`config.mk`:
```
export PLATFORM = sky130hd
export DESIGN_NAME = fixed_partition_fit_allocator
export DESIGN_NICKNAME = d
export VERILOG_FILES = /design/src/hdl/fpfa_pkg.sv /design/src/hdl/fixed_partition_fit_allocator.sv
export SDC_FILE = /design/constraint.sdc
export NUM_CORES = 1
export LEC_CHECK = 0
export BUFFER_PORTS_ARGS = -buffer_cell sky130_fd_sc_hd__buf_2
export CELL_PAD_IN_SITES_DETAIL_PLACEMENT = 1
export CELL_PAD_IN_SITES_GLOBAL_PLACEMENT = 2
export CORE_ASPECT_RATIO = 0.6
export CORE_MARGIN = 2
export CORE_UTILIZATION = 36
export DETAILED_ROUTE_END_ITERATION = 8
export PLACE_DENSITY = 0.65
export SLEW_MARGIN = 20
export SYNTH_ARGS = -nofsm -noshare
export SYNTH_HDL_FRONTEND = slang
export SYNTH_SLANG_ARGS = --single-unit
```
`constraint.sdc`:
```
create_clock -name clk -period 3.59 [get_ports clk]
set_input_delay 1.077 -clock clk [delete_from_list [all_inputs] [get_ports clk]]
set_output_delay 1.077 -clock clk [all_outputs]
set_load 0.01 [all_outputs]
```
`src/hdl/fpfa_pkg.sv`:
```
// fpfa_pkg: sizes, operation codes and field widths for the partition allocator
// used by fixed_partition_fit_allocator; depends on nothing else
package fpfa_pkg;

  localparam int MAX_PARTITIONS = 16;
  localparam int SIZE_BITS      = 16;

  // block_index and granted_index cover sixteen partitions
  localparam int INDEX_SPAN = 16;
  localparam int SPAN       = (MAX_PARTITIONS < INDEX_SPAN) ? MAX_PARTITIONS : INDEX_SPAN;

  localparam int IDX_W  = (MAX_PARTITIONS > 1) ? $clog2(MAX_PARTITIONS) : 1;
  localparam int SPAN_W = (SPAN > 1) ? $clog2(SPAN) : 1;
  localparam int CNT_W  = $clog2(SPAN + 1);

  localparam int OP_W     = 2;
  localparam int BIDX_W   = 4;
  localparam int AMOUNT_W = 16;
  localparam int ACTIVE_W = 5;
  localparam int GIDX_W   = 4;

  localparam int IN_DATA_W  = 24;
  localparam int OUT_DATA_W = 8;

  typedef enum logic [OP_W-1:0] {
    OP_LOAD  = 2'd0,
    OP_FIRST = 2'd1,
    OP_BEST  = 2'd2
  } op_t;

endpackage

```
`src/hdl/fixed_partition_fit_allocator.sv`:
```
// fixed_partition_fit_allocator: partition table with first fit and best fit search
// depends on fpfa_pkg for sizes and operation codes
//
// Usage
//   s_axis carries one word per item: tuser is the op, tdata holds block_index
//   and amount. A load (op 0) writes a partition size into the size memory and
//   frees that partition; it returns nothing. A first fit
//   (op 1) or best fit (op 2) request scans the active partitions one per cycle
//   through the size memory and returns one word on m_axis with found and
//   granted_index. Op 3 is dropped.
//   A request reads the size memory once per partition up to limit, where
//   limit is active_blocks capped at the table depth, then takes one trailing
//   compare and one update step before m_axis_tvalid. One item is worked on at
//   a time: the next word is taken only once the block is idle again.
//   s_axis_tready is high only while idle, also while a result still waits in
//   the output register.
//   cfg writes active_blocks and is always ready; write it only while idle.
//   Reset clears all allocated marks and active_blocks; the size memory is not
//   cleared, a partition must be loaded before it is searched.
//   While m_axis_tready is low the finished result holds in the output register
//   and the next request waits at its final step.
module fixed_partition_fit_allocator (
  input  logic                            clk,
  input  logic                            rst,
  input  logic                            s_axis_tvalid,
  output logic                            s_axis_tready,
  // [3:0] block_index, [19:4] amount, [23:20] zero
  input  logic [fpfa_pkg::IN_DATA_W-1:0]  s_axis_tdata,
  // [1:0] op
  input  logic [fpfa_pkg::OP_W-1:0]       s_axis_tuser,
  output logic                            m_axis_tvalid,
  input  logic                            m_axis_tready,
  // [0] found, [4:1] granted_index, [7:5] zero
  output logic [fpfa_pkg::OUT_DATA_W-1:0] m_axis_tdata,
  input  logic                            cfg_valid,
  output logic                            cfg_ready,
  input  logic [fpfa_pkg::ACTIVE_W-1:0]   cfg_data
);
  import fpfa_pkg::*;

  typedef enum logic [1:0] {S_IDLE, S_SCAN, S_DONE} state_t;

  state_t state;
  logic [ACTIVE_W-1:0]       active_blocks;
  logic [MAX_PARTITIONS-1:0] taken;
  logic [SIZE_BITS-1:0]      size_mem [MAX_PARTITIONS];
  logic [SIZE_BITS-1:0]      rd_data;

  op_t                 op_q;
  logic [SIZE_BITS-1:0] amt_q;
  logic [CNT_W-1:0]     lim_q;
  logic [CNT_W-1:0]     issue_cnt;
  logic                 cmp_valid;
  logic [SPAN_W-1:0]    cmp_idx;
  logic                 have;
  logic [SPAN_W-1:0]    pick;
  logic [SIZE_BITS-1:0] best_size;
  logic                 found;
  logic [GIDX_W-1:0]    granted_index;

  logic [BIDX_W-1:0]         in_bidx;
  logic [AMOUNT_W-1:0]       in_amount;
  logic [AMOUNT_W+SIZE_BITS-1:0] amt_wide;
  logic [SIZE_BITS-1:0]      in_amt;
  logic [IDX_W+BIDX_W-1:0]   bidx_wide;
  logic [IDX_W-1:0]          load_addr;
  logic                      load_ok;
  logic [CNT_W-1:0]          lim_in;
  logic                      in_fire;
  logic                      rd_en;
  logic [IDX_W-1:0]          rd_addr;
  logic [IDX_W-1:0]          cmp_addr;
  logic [IDX_W-1:0]          pick_addr;
  logic                      fit;
  logic                      better;
  logic                      out_free;

  assign in_bidx   = s_axis_tdata[BIDX_W-1:0];
  assign in_amount = s_axis_tdata[BIDX_W+AMOUNT_W-1:BIDX_W];
  // amount reduced or widened to the stored size width
  assign amt_wide  = {{SIZE_BITS{1'b0}}, in_amount};
  assign in_amt    = amt_wide[SIZE_BITS-1:0];
  assign bidx_wide = {{IDX_W{1'b0}}, in_bidx};
  assign load_addr = bidx_wide[IDX_W-1:0];
  assign load_ok   = (32'(in_bidx) < MAX_PARTITIONS);
  assign lim_in    = (32'(active_blocks) > SPAN) ? CNT_W'(SPAN)
                                                 : CNT_W'(active_blocks);

  assign s_axis_tready = (state == S_IDLE);
  assign in_fire       = s_axis_tvalid && s_axis_tready;
  assign cfg_ready     = 1'b1;
  assign out_free      = !m_axis_tvalid || m_axis_tready;

  assign rd_en     = (state == S_SCAN) && (issue_cnt < lim_q);
  assign rd_addr   = IDX_W'(issue_cnt[SPAN_W-1:0]);
  assign cmp_addr  = IDX_W'(cmp_idx);
  assign pick_addr = IDX_W'(pick);

  assign fit    = cmp_valid && !taken[cmp_addr] && (rd_data >= amt_q);
  assign better = (op_q == OP_FIRST) ? !have : (!have || rd_data < best_size);

  assign m_axis_tdata = {{(OUT_DATA_W - 1 - GIDX_W){1'b0}}, granted_index, found};

  // size memory: one write port for loads, one registered read port for the scan
  always_ff @(posedge clk) begin
    if (in_fire && op_t'(s_axis_tuser) == OP_LOAD && load_ok) begin
      size_mem[load_addr] <= in_amt;
    end
    if (rd_en) begin
      rd_data <= size_mem[rd_addr];
    end
  end

  always_ff @(posedge clk) begin
    if (rst) begin
      active_blocks <= '0;
    end else if (cfg_valid && cfg_ready) begin
      active_blocks <= cfg_data;
    end
  end

  always_ff @(posedge clk) begin
    if (rst) begin
      state         <= S_IDLE;
      taken         <= '0;
      m_axis_tvalid <= 1'b0;
      cmp_valid     <= 1'b0;
      issue_cnt     <= '0;
      have          <= 1'b0;
      op_q          <= OP_FIRST;
      amt_q         <= '0;
      lim_q         <= '0;
      cmp_idx       <= '0;
      pick          <= '0;
      best_size     <= '0;
      found         <= 1'b0;
      granted_index <= '0;
    end else begin
      if (state == S_DONE && out_free) begin
        m_axis_tvalid <= 1'b1;
      end else if (m_axis_tvalid && m_axis_tready) begin
        m_axis_tvalid <= 1'b0;
      end
      unique case (state)
        S_IDLE: begin
          if (in_fire) begin
            unique case (op_t'(s_axis_tuser))
              OP_LOAD: begin
                if (load_ok) begin
                  taken[load_addr] <= 1'b0;
                end
              end
              OP_FIRST, OP_BEST: begin
                op_q      <= op_t'(s_axis_tuser);
                amt_q     <= in_amt;
                lim_q     <= lim_in;
                issue_cnt <= '0;
                cmp_valid <= 1'b0;
                have      <= 1'b0;
                pick      <= '0;
                state     <= S_SCAN;
              end
              default: ;
            endcase
          end
        end
        S_SCAN: begin
          // issue one read, compare the previous read
          if (rd_en) begin
            issue_cnt <= issue_cnt + 1'b1;
          end
          cmp_valid <= rd_en;
          cmp_idx   <= issue_cnt[SPAN_W-1:0];
          if (fit && better) begin
            have      <= 1'b1;
            pick      <= cmp_idx;
            best_size <= rd_data;
          end
          if (!rd_en && !cmp_valid) begin
            state <= S_DONE;
          end
        end
        S_DONE: begin
          if (out_free) begin
            found         <= have;
            granted_index <= have ? GIDX_W'(pick) : '0;
            if (have) begin
              taken[pick_addr] <= 1'b1;
            end
            state <= S_IDLE;
          end
        end
        default: state <= S_IDLE;
      endcase
    end
  end

  a_grant_marks: assert property (@(posedge clk) disable iff (rst)
    (state == S_DONE && out_free && have) |=> taken[$past(pick_addr)])
    else $error("granted partition not marked allocated");

  a_cmp_in_range: assert property (@(posedge clk) disable iff (rst)
    cmp_valid |-> (CNT_W'(cmp_idx) < lim_q))
    else $error("scan compared a partition beyond the search limit");

  a_idle_quiet: assert property (@(posedge clk) disable iff (rst)
    (state == S_IDLE) |-> (!cmp_valid && !rd_en))
    else $error("scan activity while idle");

  a_nofound_zero: assert property (@(posedge clk) disable iff (rst)
    (state == S_DONE && out_free && !have) |=> (m_axis_tvalid && granted_index == '0))
    else $error("failed request reports a nonzero index");

endmodule
```
==> results.md, run 1 <==
* Clk pin slew, worst setup/hold paths at ~0.070 ns
* Num CTS Buffers at 35
* Fin nets at 1056
* Setup CP Type: reg2reg
* Sequential standard cell area at 0.00984 mm2
* Peak supply drop at 0.323 mV
* Die width at 263 um
* Final wirelength at 35800 um
* Cell Area, Placed at about 0.015 mm2
* Final cycle utilization of the critical path at 78.7%
* Maxcap violations at 0
* Post-route design area at 0.0166 mm2
* Synth-to-layout area growth at 14.0%
* Drt wl/cell at 23.4 um
* Post-DRT Antenna Nets at 0
* Share of cells above drive strength 1 at 21.5%
* Vias per inst at 5.30
* Vias in the first global route at 8193
* Hold Fails Final Rpt at 0
* Unrepaired setup endpoints after global routing: false
* GR Util met3 at ~3%
* Worst r2r src: rd_data[15]
* Endpoint of the worst hold path: granted_index[3]
* Antenna diodes at 0
* Syn Area/Cell at 15.6 um2
* Post-synthesis cell count at 931
* Die area at 0.0420 mm2
* Setup TNS at 0 ns
* Detail Placement HPWL at 22300 um
* CP max stage delay at 0.53 ns
* Total power at 8.44 mW
* Number of flops mapped to enable cells by yosys at 272
* Kind of start point of the critical path: register
* Critical Path AT at 3.29 ns
* Post-CTS resize count at 0
* Slew HR at between 40% and 50%
* Later-pin clock latency in the skew report at between 0.5 and 0.6 ns
* Grt peak-use layer: met1
* Pre-CTS worst setup slack at 0.455 ns
* Maximum root-to-sink buffer count at 3
* Slew Viols, Final at 0
* Final min period at approximately 2.8 ns
* Max Clock Skew at 0.0188 ns
* Reg2reg end: best_size[4]
* Worst-path fanout max at 22
* Critical-path top delay cell: o31a_1
* Gr ovfl total at 0
* Asr flop ratio synth at 0%
* Initial Util at a little under two fifths
* PwrDens at 510 mW/mm2
* CTS sink count at 355
* Total global-route track usage at 17.3%
* Drt drc at 0
* Yosys reg bits at 355
* CTS Hold Bufs at 0
* Least-Margin Pin Slew at 0.873 ns
* Multi-input gate area at 0.00433 mm2
* CP required at 4.06 ns
* Worst hold path class: reg2reg
* Final Setup Violations at 0
* Lkg Pwr at 5.27 nW
* Distinct cells, synth at just under 50
* Synth Flop Type: edfxtp_1
* FP Rows at 56
* Root Driver: clkbuf_16
* Worst Hold Depth at 2
* Status: complete, no violations
* Worst R2R Path Depth at 7
* Htree depth at 2
* Critical Path Sink Type: register
* Worst R2R Setup Slack at 0.76 ns
* DRT Pass-1 Iters at 4
* Fill cell count at approximately 3900
* Grt met1 use at 28.5%
* Final GP Congestion at 0.719
* Post-CTS Setup Inserts at 0
* Post-Synthesis Cell Area at approximately 0.015 mm2
* First-pass GRT wire length at 54400 um
* Via count at around 8100
* Final WS setup at roughly 0.76 ns
* Core Area at 0.0394 mm2
* I/O Buffers at 38
* Hold path start: granted_index[3]
* Pin count of the biggest net entering global routing at 47
* Die Y-Extent at roughly 160 um
* Worst path cell trace: ha_1 -> a221o_1 -> a211o_1 -> o31a_1 -> buf_4 -> or3b_1 -> a21oi_1
* Register area share after synthesis at about two thirds
* CTS tree: built
* Initial antenna violation count at 0
* M2 GR Usage at between 20% and 30%
* DR iter-0 viols at 646
* Fmax at about 350 MHz
* Yosys warnings at 0
* Ports at 47
[report_power, final]
group | leakage (nW) | internal (mW) | switching (mW)
combinational | 1.62 | 0.113 | 0.217
clock | 0.532 | 2.03 | 1.59
sequential | 3.12 | 4.45 | 0.0305
[cell usage after synthesis (all sizes together) (12+ instances only)]
cell type | number | share of area [%]
clkbuf | 41 | 1.1
nor2 | 35 | 0.90
ha | 37 | 3.2
mux2i | 12 | 0.83
buf | 15 | 0.65
o21ai | 39 | 1.3
or3b | 15 | 0.90
mux4 | 84 | 13
edfxtp | 272 | 56
inv | 46 | 1.2
a21oi | 80 | 2.8
nand3 | 17 | 0.59
dfxtp | 83 | 11
nand2 | 80 | 2.1
[state kept, by name, indices dropped and copies added, names as in the netlist, 2 cells and up]
name,cells
issue_cnt,5
size_mem,256
best_size,16
taken,16
lim_q,5
pick,4
active_blocks,5
cmp_addr,4
rd_data,16
op_q,2
state,2
granted_index,4
amt_q,16
[kinds of logic (layout without fill, tap and decap cells)]
family                     count (synthesis)  count (layout)  share of synthesized area, %
and+or+nand+nor                          193             193                          6.57
AOI/OAI and AO/OA                        145             145                          5.60
muxes                                     97              97                          14.0
buffers and inverters                    102             176                          2.90
adders and majority gates                 37              37                          3.19
other                                      2               4                        0.0517
DFF                                      355             355                          67.7
[stage by stage]
stage          hold WS, ns  instances  util (%)
6_report             0.451       1529      42.0
3_3_place_gp         0.439       1468      39.2
2_1_floorplan        0.432        933         -
3_5_place_dp         0.444       1468      39.2
5_1_grt              0.467       1529      42.0
4_1_cts              0.452       1529      42.0
[worst max-delay path, delay by kind of cell (launching register included)]
family / cells / cell delay [ns]
AOI/OAI and AO/OA: 4 / 1.24
DFF: 1 / 0.46
and+or+nand+nor: 1 / 0.39
adders and majority gates: 1 / 0.36
buffers and inverters: 1 / 0.31
[layout make-up]
type | instances | area share [%]
clock buffers | 45 | 5.77
clock inverters | 16 | 0.824
inverters | 46 | 1.04
multi-input cells | 476 | 26.1
flip-flops and latches | 355 | 59.4
well taps | 522 | 3.94
repair buffers | 69 | 2.86
[worst max path at each step]
stage,start,endpoint,depth (start not counted)
6_report,rd_data[15],best_size[4],7
5_1_grt,rd_data[7],best_size[10],8
3_5_place_dp,s_axis_tuser[0],size_mem[3][9],8
3_3_place_gp,s_axis_tuser[0],size_mem[8][9],7
2_1_floorplan,s_axis_tuser[0],size_mem[0][0],6
4_1_cts,rd_data[15],best_size[7],7
[layout by cell type (no fill, tap or decap), types with 5 or more instances in the layout]
master	n
dfxtp_1	81
or3b_1	15
nand2b_1	10
nand3_1	17
buf_4	27
mux2i_1	12
clkbuf_16	37
clkbuf_1	8
o21ai_1	5
nand2_1	80
edfxtp_1	272
a21oi_1	80
ha_1	37
clkinv_1	6
mux4_2	81
nor2_2	12
o21ai_0	34
nor2_1	23
buf_2	38
inv_1	46
nand3b_1	7
[per-layer routing]
metal,wire length (um),vias to the layer above
met5,0,-
met1,18800,4203
met3,1830,41
met2,14600,188
li1,-,3674
met4,495,0
Note: power is estimated with default switching activity, not from simulation.
==> run 2: changes to the inputs <==
--- a/config.mk
+++ b/config.mk
@@ -5,6 +5,7 @@
 export SDC_FILE = /design/constraint.sdc
 export NUM_CORES = 1
 export LEC_CHECK = 0
+export ABC_AREA = 1
 export BUFFER_PORTS_ARGS = -buffer_cell sky130_fd_sc_hd__buf_2
 export CELL_PAD_IN_SITES_DETAIL_PLACEMENT = 1
 export CELL_PAD_IN_SITES_GLOBAL_PLACEMENT = 2
@@ -12,7 +13,7 @@
 export CORE_MARGIN = 2
 export CORE_UTILIZATION = 36
 export DETAILED_ROUTE_END_ITERATION = 8
-export PLACE_DENSITY = 0.65
+export PLACE_DENSITY = 0.67
 export SLEW_MARGIN = 20
 export SYNTH_ARGS = -nofsm -noshare
 export SYNTH_HDL_FRONTEND = slang
==> constraint.sdc (replaced) <==
create_clock -name clk -period 2.8 [get_ports clk]
set_input_delay 0.84 -clock clk [delete_from_list [all_inputs] [get_ports clk]]
set_output_delay 0.84 -clock clk [all_outputs]
set_load 0.01 [all_outputs]
==> run 2 against run 1 <==
Compared with the run above:
- power increased by 33%
- via count increased by 23%
- critical path depth increased by 7
- first-iteration DRC count increased by 16%
- synthesized area increased by 2.9%
- flip-flop and latch count unchanged
- critical path type unchanged
- highest routed layer is now met5
==> results.md, run 2 <==
* Worst r2r src: rd_data[2] (was rd_data[15])
* Htree depth at 2 (unchanged)
* First-pass GRT wire length at 63100 um (was 54400 um)
* Synth-to-layout area growth at 15.0% (was 14.0%)
* Final Setup Violations at 0 (unchanged)
* Post-synth top area share at 54.7% (was 56.2%)
* Count leader, synth: edfxtp_1 (unchanged)
* Worst hold path class: reg2reg (unchanged)
* Asr flop ratio synth at 0% (unchanged)
* Yosys warnings at 0 (unchanged)
* Post-Synthesis Cell Area at 0.0149 mm2 (was 0.0145 mm2)
* Root Driver: clkbuf_16 (unchanged)
* Die width at 267 um (was 263 um)
* Commonest non-fill, non-tap cell in the layout: edfxtp_1 (unchanged)
* Maximum root-to-sink buffer count at 3 (unchanged)
* Slew HR at 63.8% (was 41.8%)
* DRT Pass-1 Iters at 5 (was 4)
* Gr ovfl total at 0 (unchanged)
* Total global-route track usage at 19.6% (was 17.3%)
* Die area at 0.0432 mm2 (was 0.0420 mm2)
* CP required at 3.22 ns (was 4.06 ns)
* Peak supply drop at 0.460 mV (was 0.323 mV)
* Worst path cell trace: ha_1 -> nand2_1 -> nand2_1 -> nand2_1 -> nand3_1 -> nand2_1 -> nand2_1 -> a21oi_1 -> buf_4 -> nor2_4 -> nand2_4 -> buf_4 -> o21ai_1 -> nor2_1 (was ha_1 -> a221o_1 -> a211o_1 -> o31a_1 -> buf_4 -> or3b_1 -> a21oi_1)
* Critical Path AT at 2.83 ns (was 3.29 ns)
* Kind of start point of the critical path: register (unchanged)
* Core Area at 0.0407 mm2 (was 0.0394 mm2)
* Vias per inst at 5.13 (was 5.30)
* Non-Filler Instances at 1937 (was 1529)
* Detail Placement HPWL at 25400 um (was 22300 um)
* Final wirelength at 41500 um (was 35800 um)
* Clk pin slew, worst setup/hold paths at 0.06 ns (was 0.07 ns)
* FP Rows at 57 (was 56)
* Num CTS Buffers at 37 (was 35)
* Synth cell count leaders: 272 x edfxtp_1, 187 x nor2_1, 133 x nand2_1, 132 x o21ai_0, 94 x inv_1 (was 272 x edfxtp_1, 83 x dfxtp_1, 81 x mux4_2, 80 x a21oi_1, 80 x nand2_1)
* Register area share after synthesis at 65.8% (was 67.7%)
* Hold_ws at 0.461 ns (was 0.451 ns)
* Later-pin clock latency in the skew report at 0.54 ns (was 0.53 ns)
* Hold Fails Final Rpt at 0 (unchanged)
* Initial Util at 36.7% (was 36.8%)
* Pin count of the biggest net entering global routing at 77 (was 47)
* Via count at 9939 (was 8106)
* Initial antenna violation count at 2 (was 0)
* Unrepaired setup endpoints after global routing: false (unchanged)
* I/O Buffers at 38 (unchanged)
* Drt drc at 0 (unchanged)
* Worst-path fanout max at 18 (was 22)
* PwrDens at 651 mW/mm2 (was 510 mW/mm2)
* Synth area leader: edfxtp_1 (unchanged)
* Share of cells above drive strength 1 at 11.3% (was 21.5%)
* Ports at 47 (unchanged)
* Maxcap violations at 0 (unchanged)
* Number of flops mapped to enable cells by yosys at 272 (unchanged)
* Slew Viols, Final at 0 (unchanged)
* Commonest non-fill, non-tap cells in the layout: 272 x edfxtp_1, 171 x nor2_1, 133 x nand2_1, 132 x o21ai_0, 94 x inv_1 (was 272 x edfxtp_1, 81 x mux4_2, 81 x dfxtp_1, 80 x nand2_1, 80 x a21oi_1)
* Synth top area cells: edfxtp_1 55%, dfxtp_1 11%, nor2_1 4.7% (was edfxtp_1 56%, mux4_2 13%, dfxtp_1 11%)
* Distinct cells, synth at 47 (was 49)
* Critical Path Sink Type: register (unchanged)
* Post-CTS resize count at 0 (unchanged)
* Drt wl/cell at 21.4 um (was 23.4 um)
* Post-synthesis cell count at 1311 (was 931)
* CTS sink count at 355 (unchanged)
* CP max stage delay at 0.47 ns (was 0.53 ns)
* Max Clock Skew at 0.0202 ns (was 0.0188 ns)
* Vias in the first global route at 10000 (was 8193)
* Synth Flop Type: edfxtp_1 (unchanged)
* Yosys reg bits at 355 (unchanged)
* Setup CP Type: reg2reg (unchanged)
* Lkg Pwr at 5.72 nW (was 5.27 nW)
* Final GP Congestion at 0.760 (was 0.719)
* Hold path start: amt_q[5] (was granted_index[3])
* Placed cell count at 1874 (was 1468)
* CTS Hold Bufs at 0 (unchanged)
* Final min period at 2.41 ns (was 2.83 ns)
* Syn Area/Cell at 11.4 um2 (was 15.6 um2)
* Top reg by flops: size_mem (unchanged)
* Post-DRT Antenna Nets at 0 (unchanged)
* Fin nets at 1426 (was 1056)
* Post-CTS Setup Inserts at 0 (unchanged)
* Max FFs per register at 256 (unchanged)
* Worst Setup SP: rd_data[2] (was rd_data[15])
* Critical-path top delay cell: edfxtp_1 (was o31a_1)
* DR iter-0 viols at 751 (was 646)
* Least-Margin Pin Slew at 0.542 ns (was 0.873 ns)
* CTS tree: built (unchanged)
* Antenna diodes at 0 (unchanged)
* Fmax at 415 MHz (was 354 MHz)
* Die Y-Extent at 162 um (was 160 um)
* Setup TNS at 0 ns (unchanged)
* Final cycle utilization of the critical path at 86.0% (was 78.7%)
* Status: complete, no violations (unchanged)
* Most frequent CP cell: nand2_1
==> run 2: cell types whose count changed in the layout (fill, tap and decap cells not counted), moves of 16 or more <==
cell,before,now
mux4_2,81,0
buf_12,4,23
o211ai_1,1,17
o21ai_0,34,132
nor2_1,23,171
inv_1,46,94
o221ai_1,0,42
o32ai_1,0,16
nand2_1,80,133
nand3_1,17,44
mux2i_1,12,42
==> run 2: cell families after synthesis <==
| logic type | count (synthesis) | share of synthesized area [%] |
|---|---|---|
| other cells | 2 | 0.0503 |
| flops | 355 | 65.8 |
| fa+ha+maj | 37 | 3.10 |
| xor+xnor | 3 | 0.176 |
| mux | 42 | 2.81 |
| compound gates | 311 | 12.4 |
| buf+inv | 175 | 4.92 |
| simple gates | 386 | 10.7 |
==> run 2: final timing paths <==
| path | to | slack, ns | cells after the start |
|---|---|---|---|
| worst min-delay path | amt_q[5] | 0.46 | 2 |
| worst min register to register | amt_q[5] | 0.46 | 2 |
| worst max-delay path | best_size[2] | 0.39 | 14 |
| worst max register to register | best_size[2] | 0.39 | 14 |
==> run 2: layout make-up <==
class / instances / area, um2
Fill cell: 4359 / 23500
Multi-Input combinational cell: 783 / 4420
Timing Repair Buffer: 75 / 756
Clock buffer: 49 / 991
Inverter: 101 / 389
Tap cell: 560 / 701
Sequential cell: 355 / 9840
Clock inverter: 14 / 82.6
==> run 2: critical path, delay by kind of cell, from the launching register on <==
family	cells	cell delay, ns
AOI/OAI and AO/OA	2	0.20
and+or+nand+nor	9	0.86
adders and majority gates	1	0.35
buffers and inverters	2	0.39
DFF	1	0.47
==> run 2: routing by layer <==
| metal | track usage, % | vias to the layer above | share of wire [%] |
|---|---|---|---|
| met2 | 29.1 | 157 | 42 |
| met3 | 3.12 | 45 | 4.1 |
| met1 | 30.3 | 4959 | 52 |
| met5 | 0 | - | 0.031 |
| met4 | 3.55 | 2 | 1.3 |
| li1 | - | 4776 | - |
==> run 2: report_power, final <==
part / internal (mW) / switching, mW / total, mW / leakage, nW
combinational: 0.271 / 0.572 / 0.843 / 2.07
clock: 2.50 / 2.05 / 4.54 / 0.529
sequential: 5.74 / 0.0622 / 5.80 / 3.12
==> run 2: stage by stage <==
step / utilization, % / power [mW] / worst slack, ns / instance area, um2
floorplan: - / 6.42 / 0.210 / 14900
global placement: 39.5 / 6.75 / 0.310 / 16100
detailed placement: 39.5 / 6.77 / 0.266 / 16100
CTS: 42.2 / 11.3 / 0.387 / 17200
global route: 42.2 / 11.6 / 0.130 / 17200
finish: 42.2 / 11.2 / 0.391 / 17200
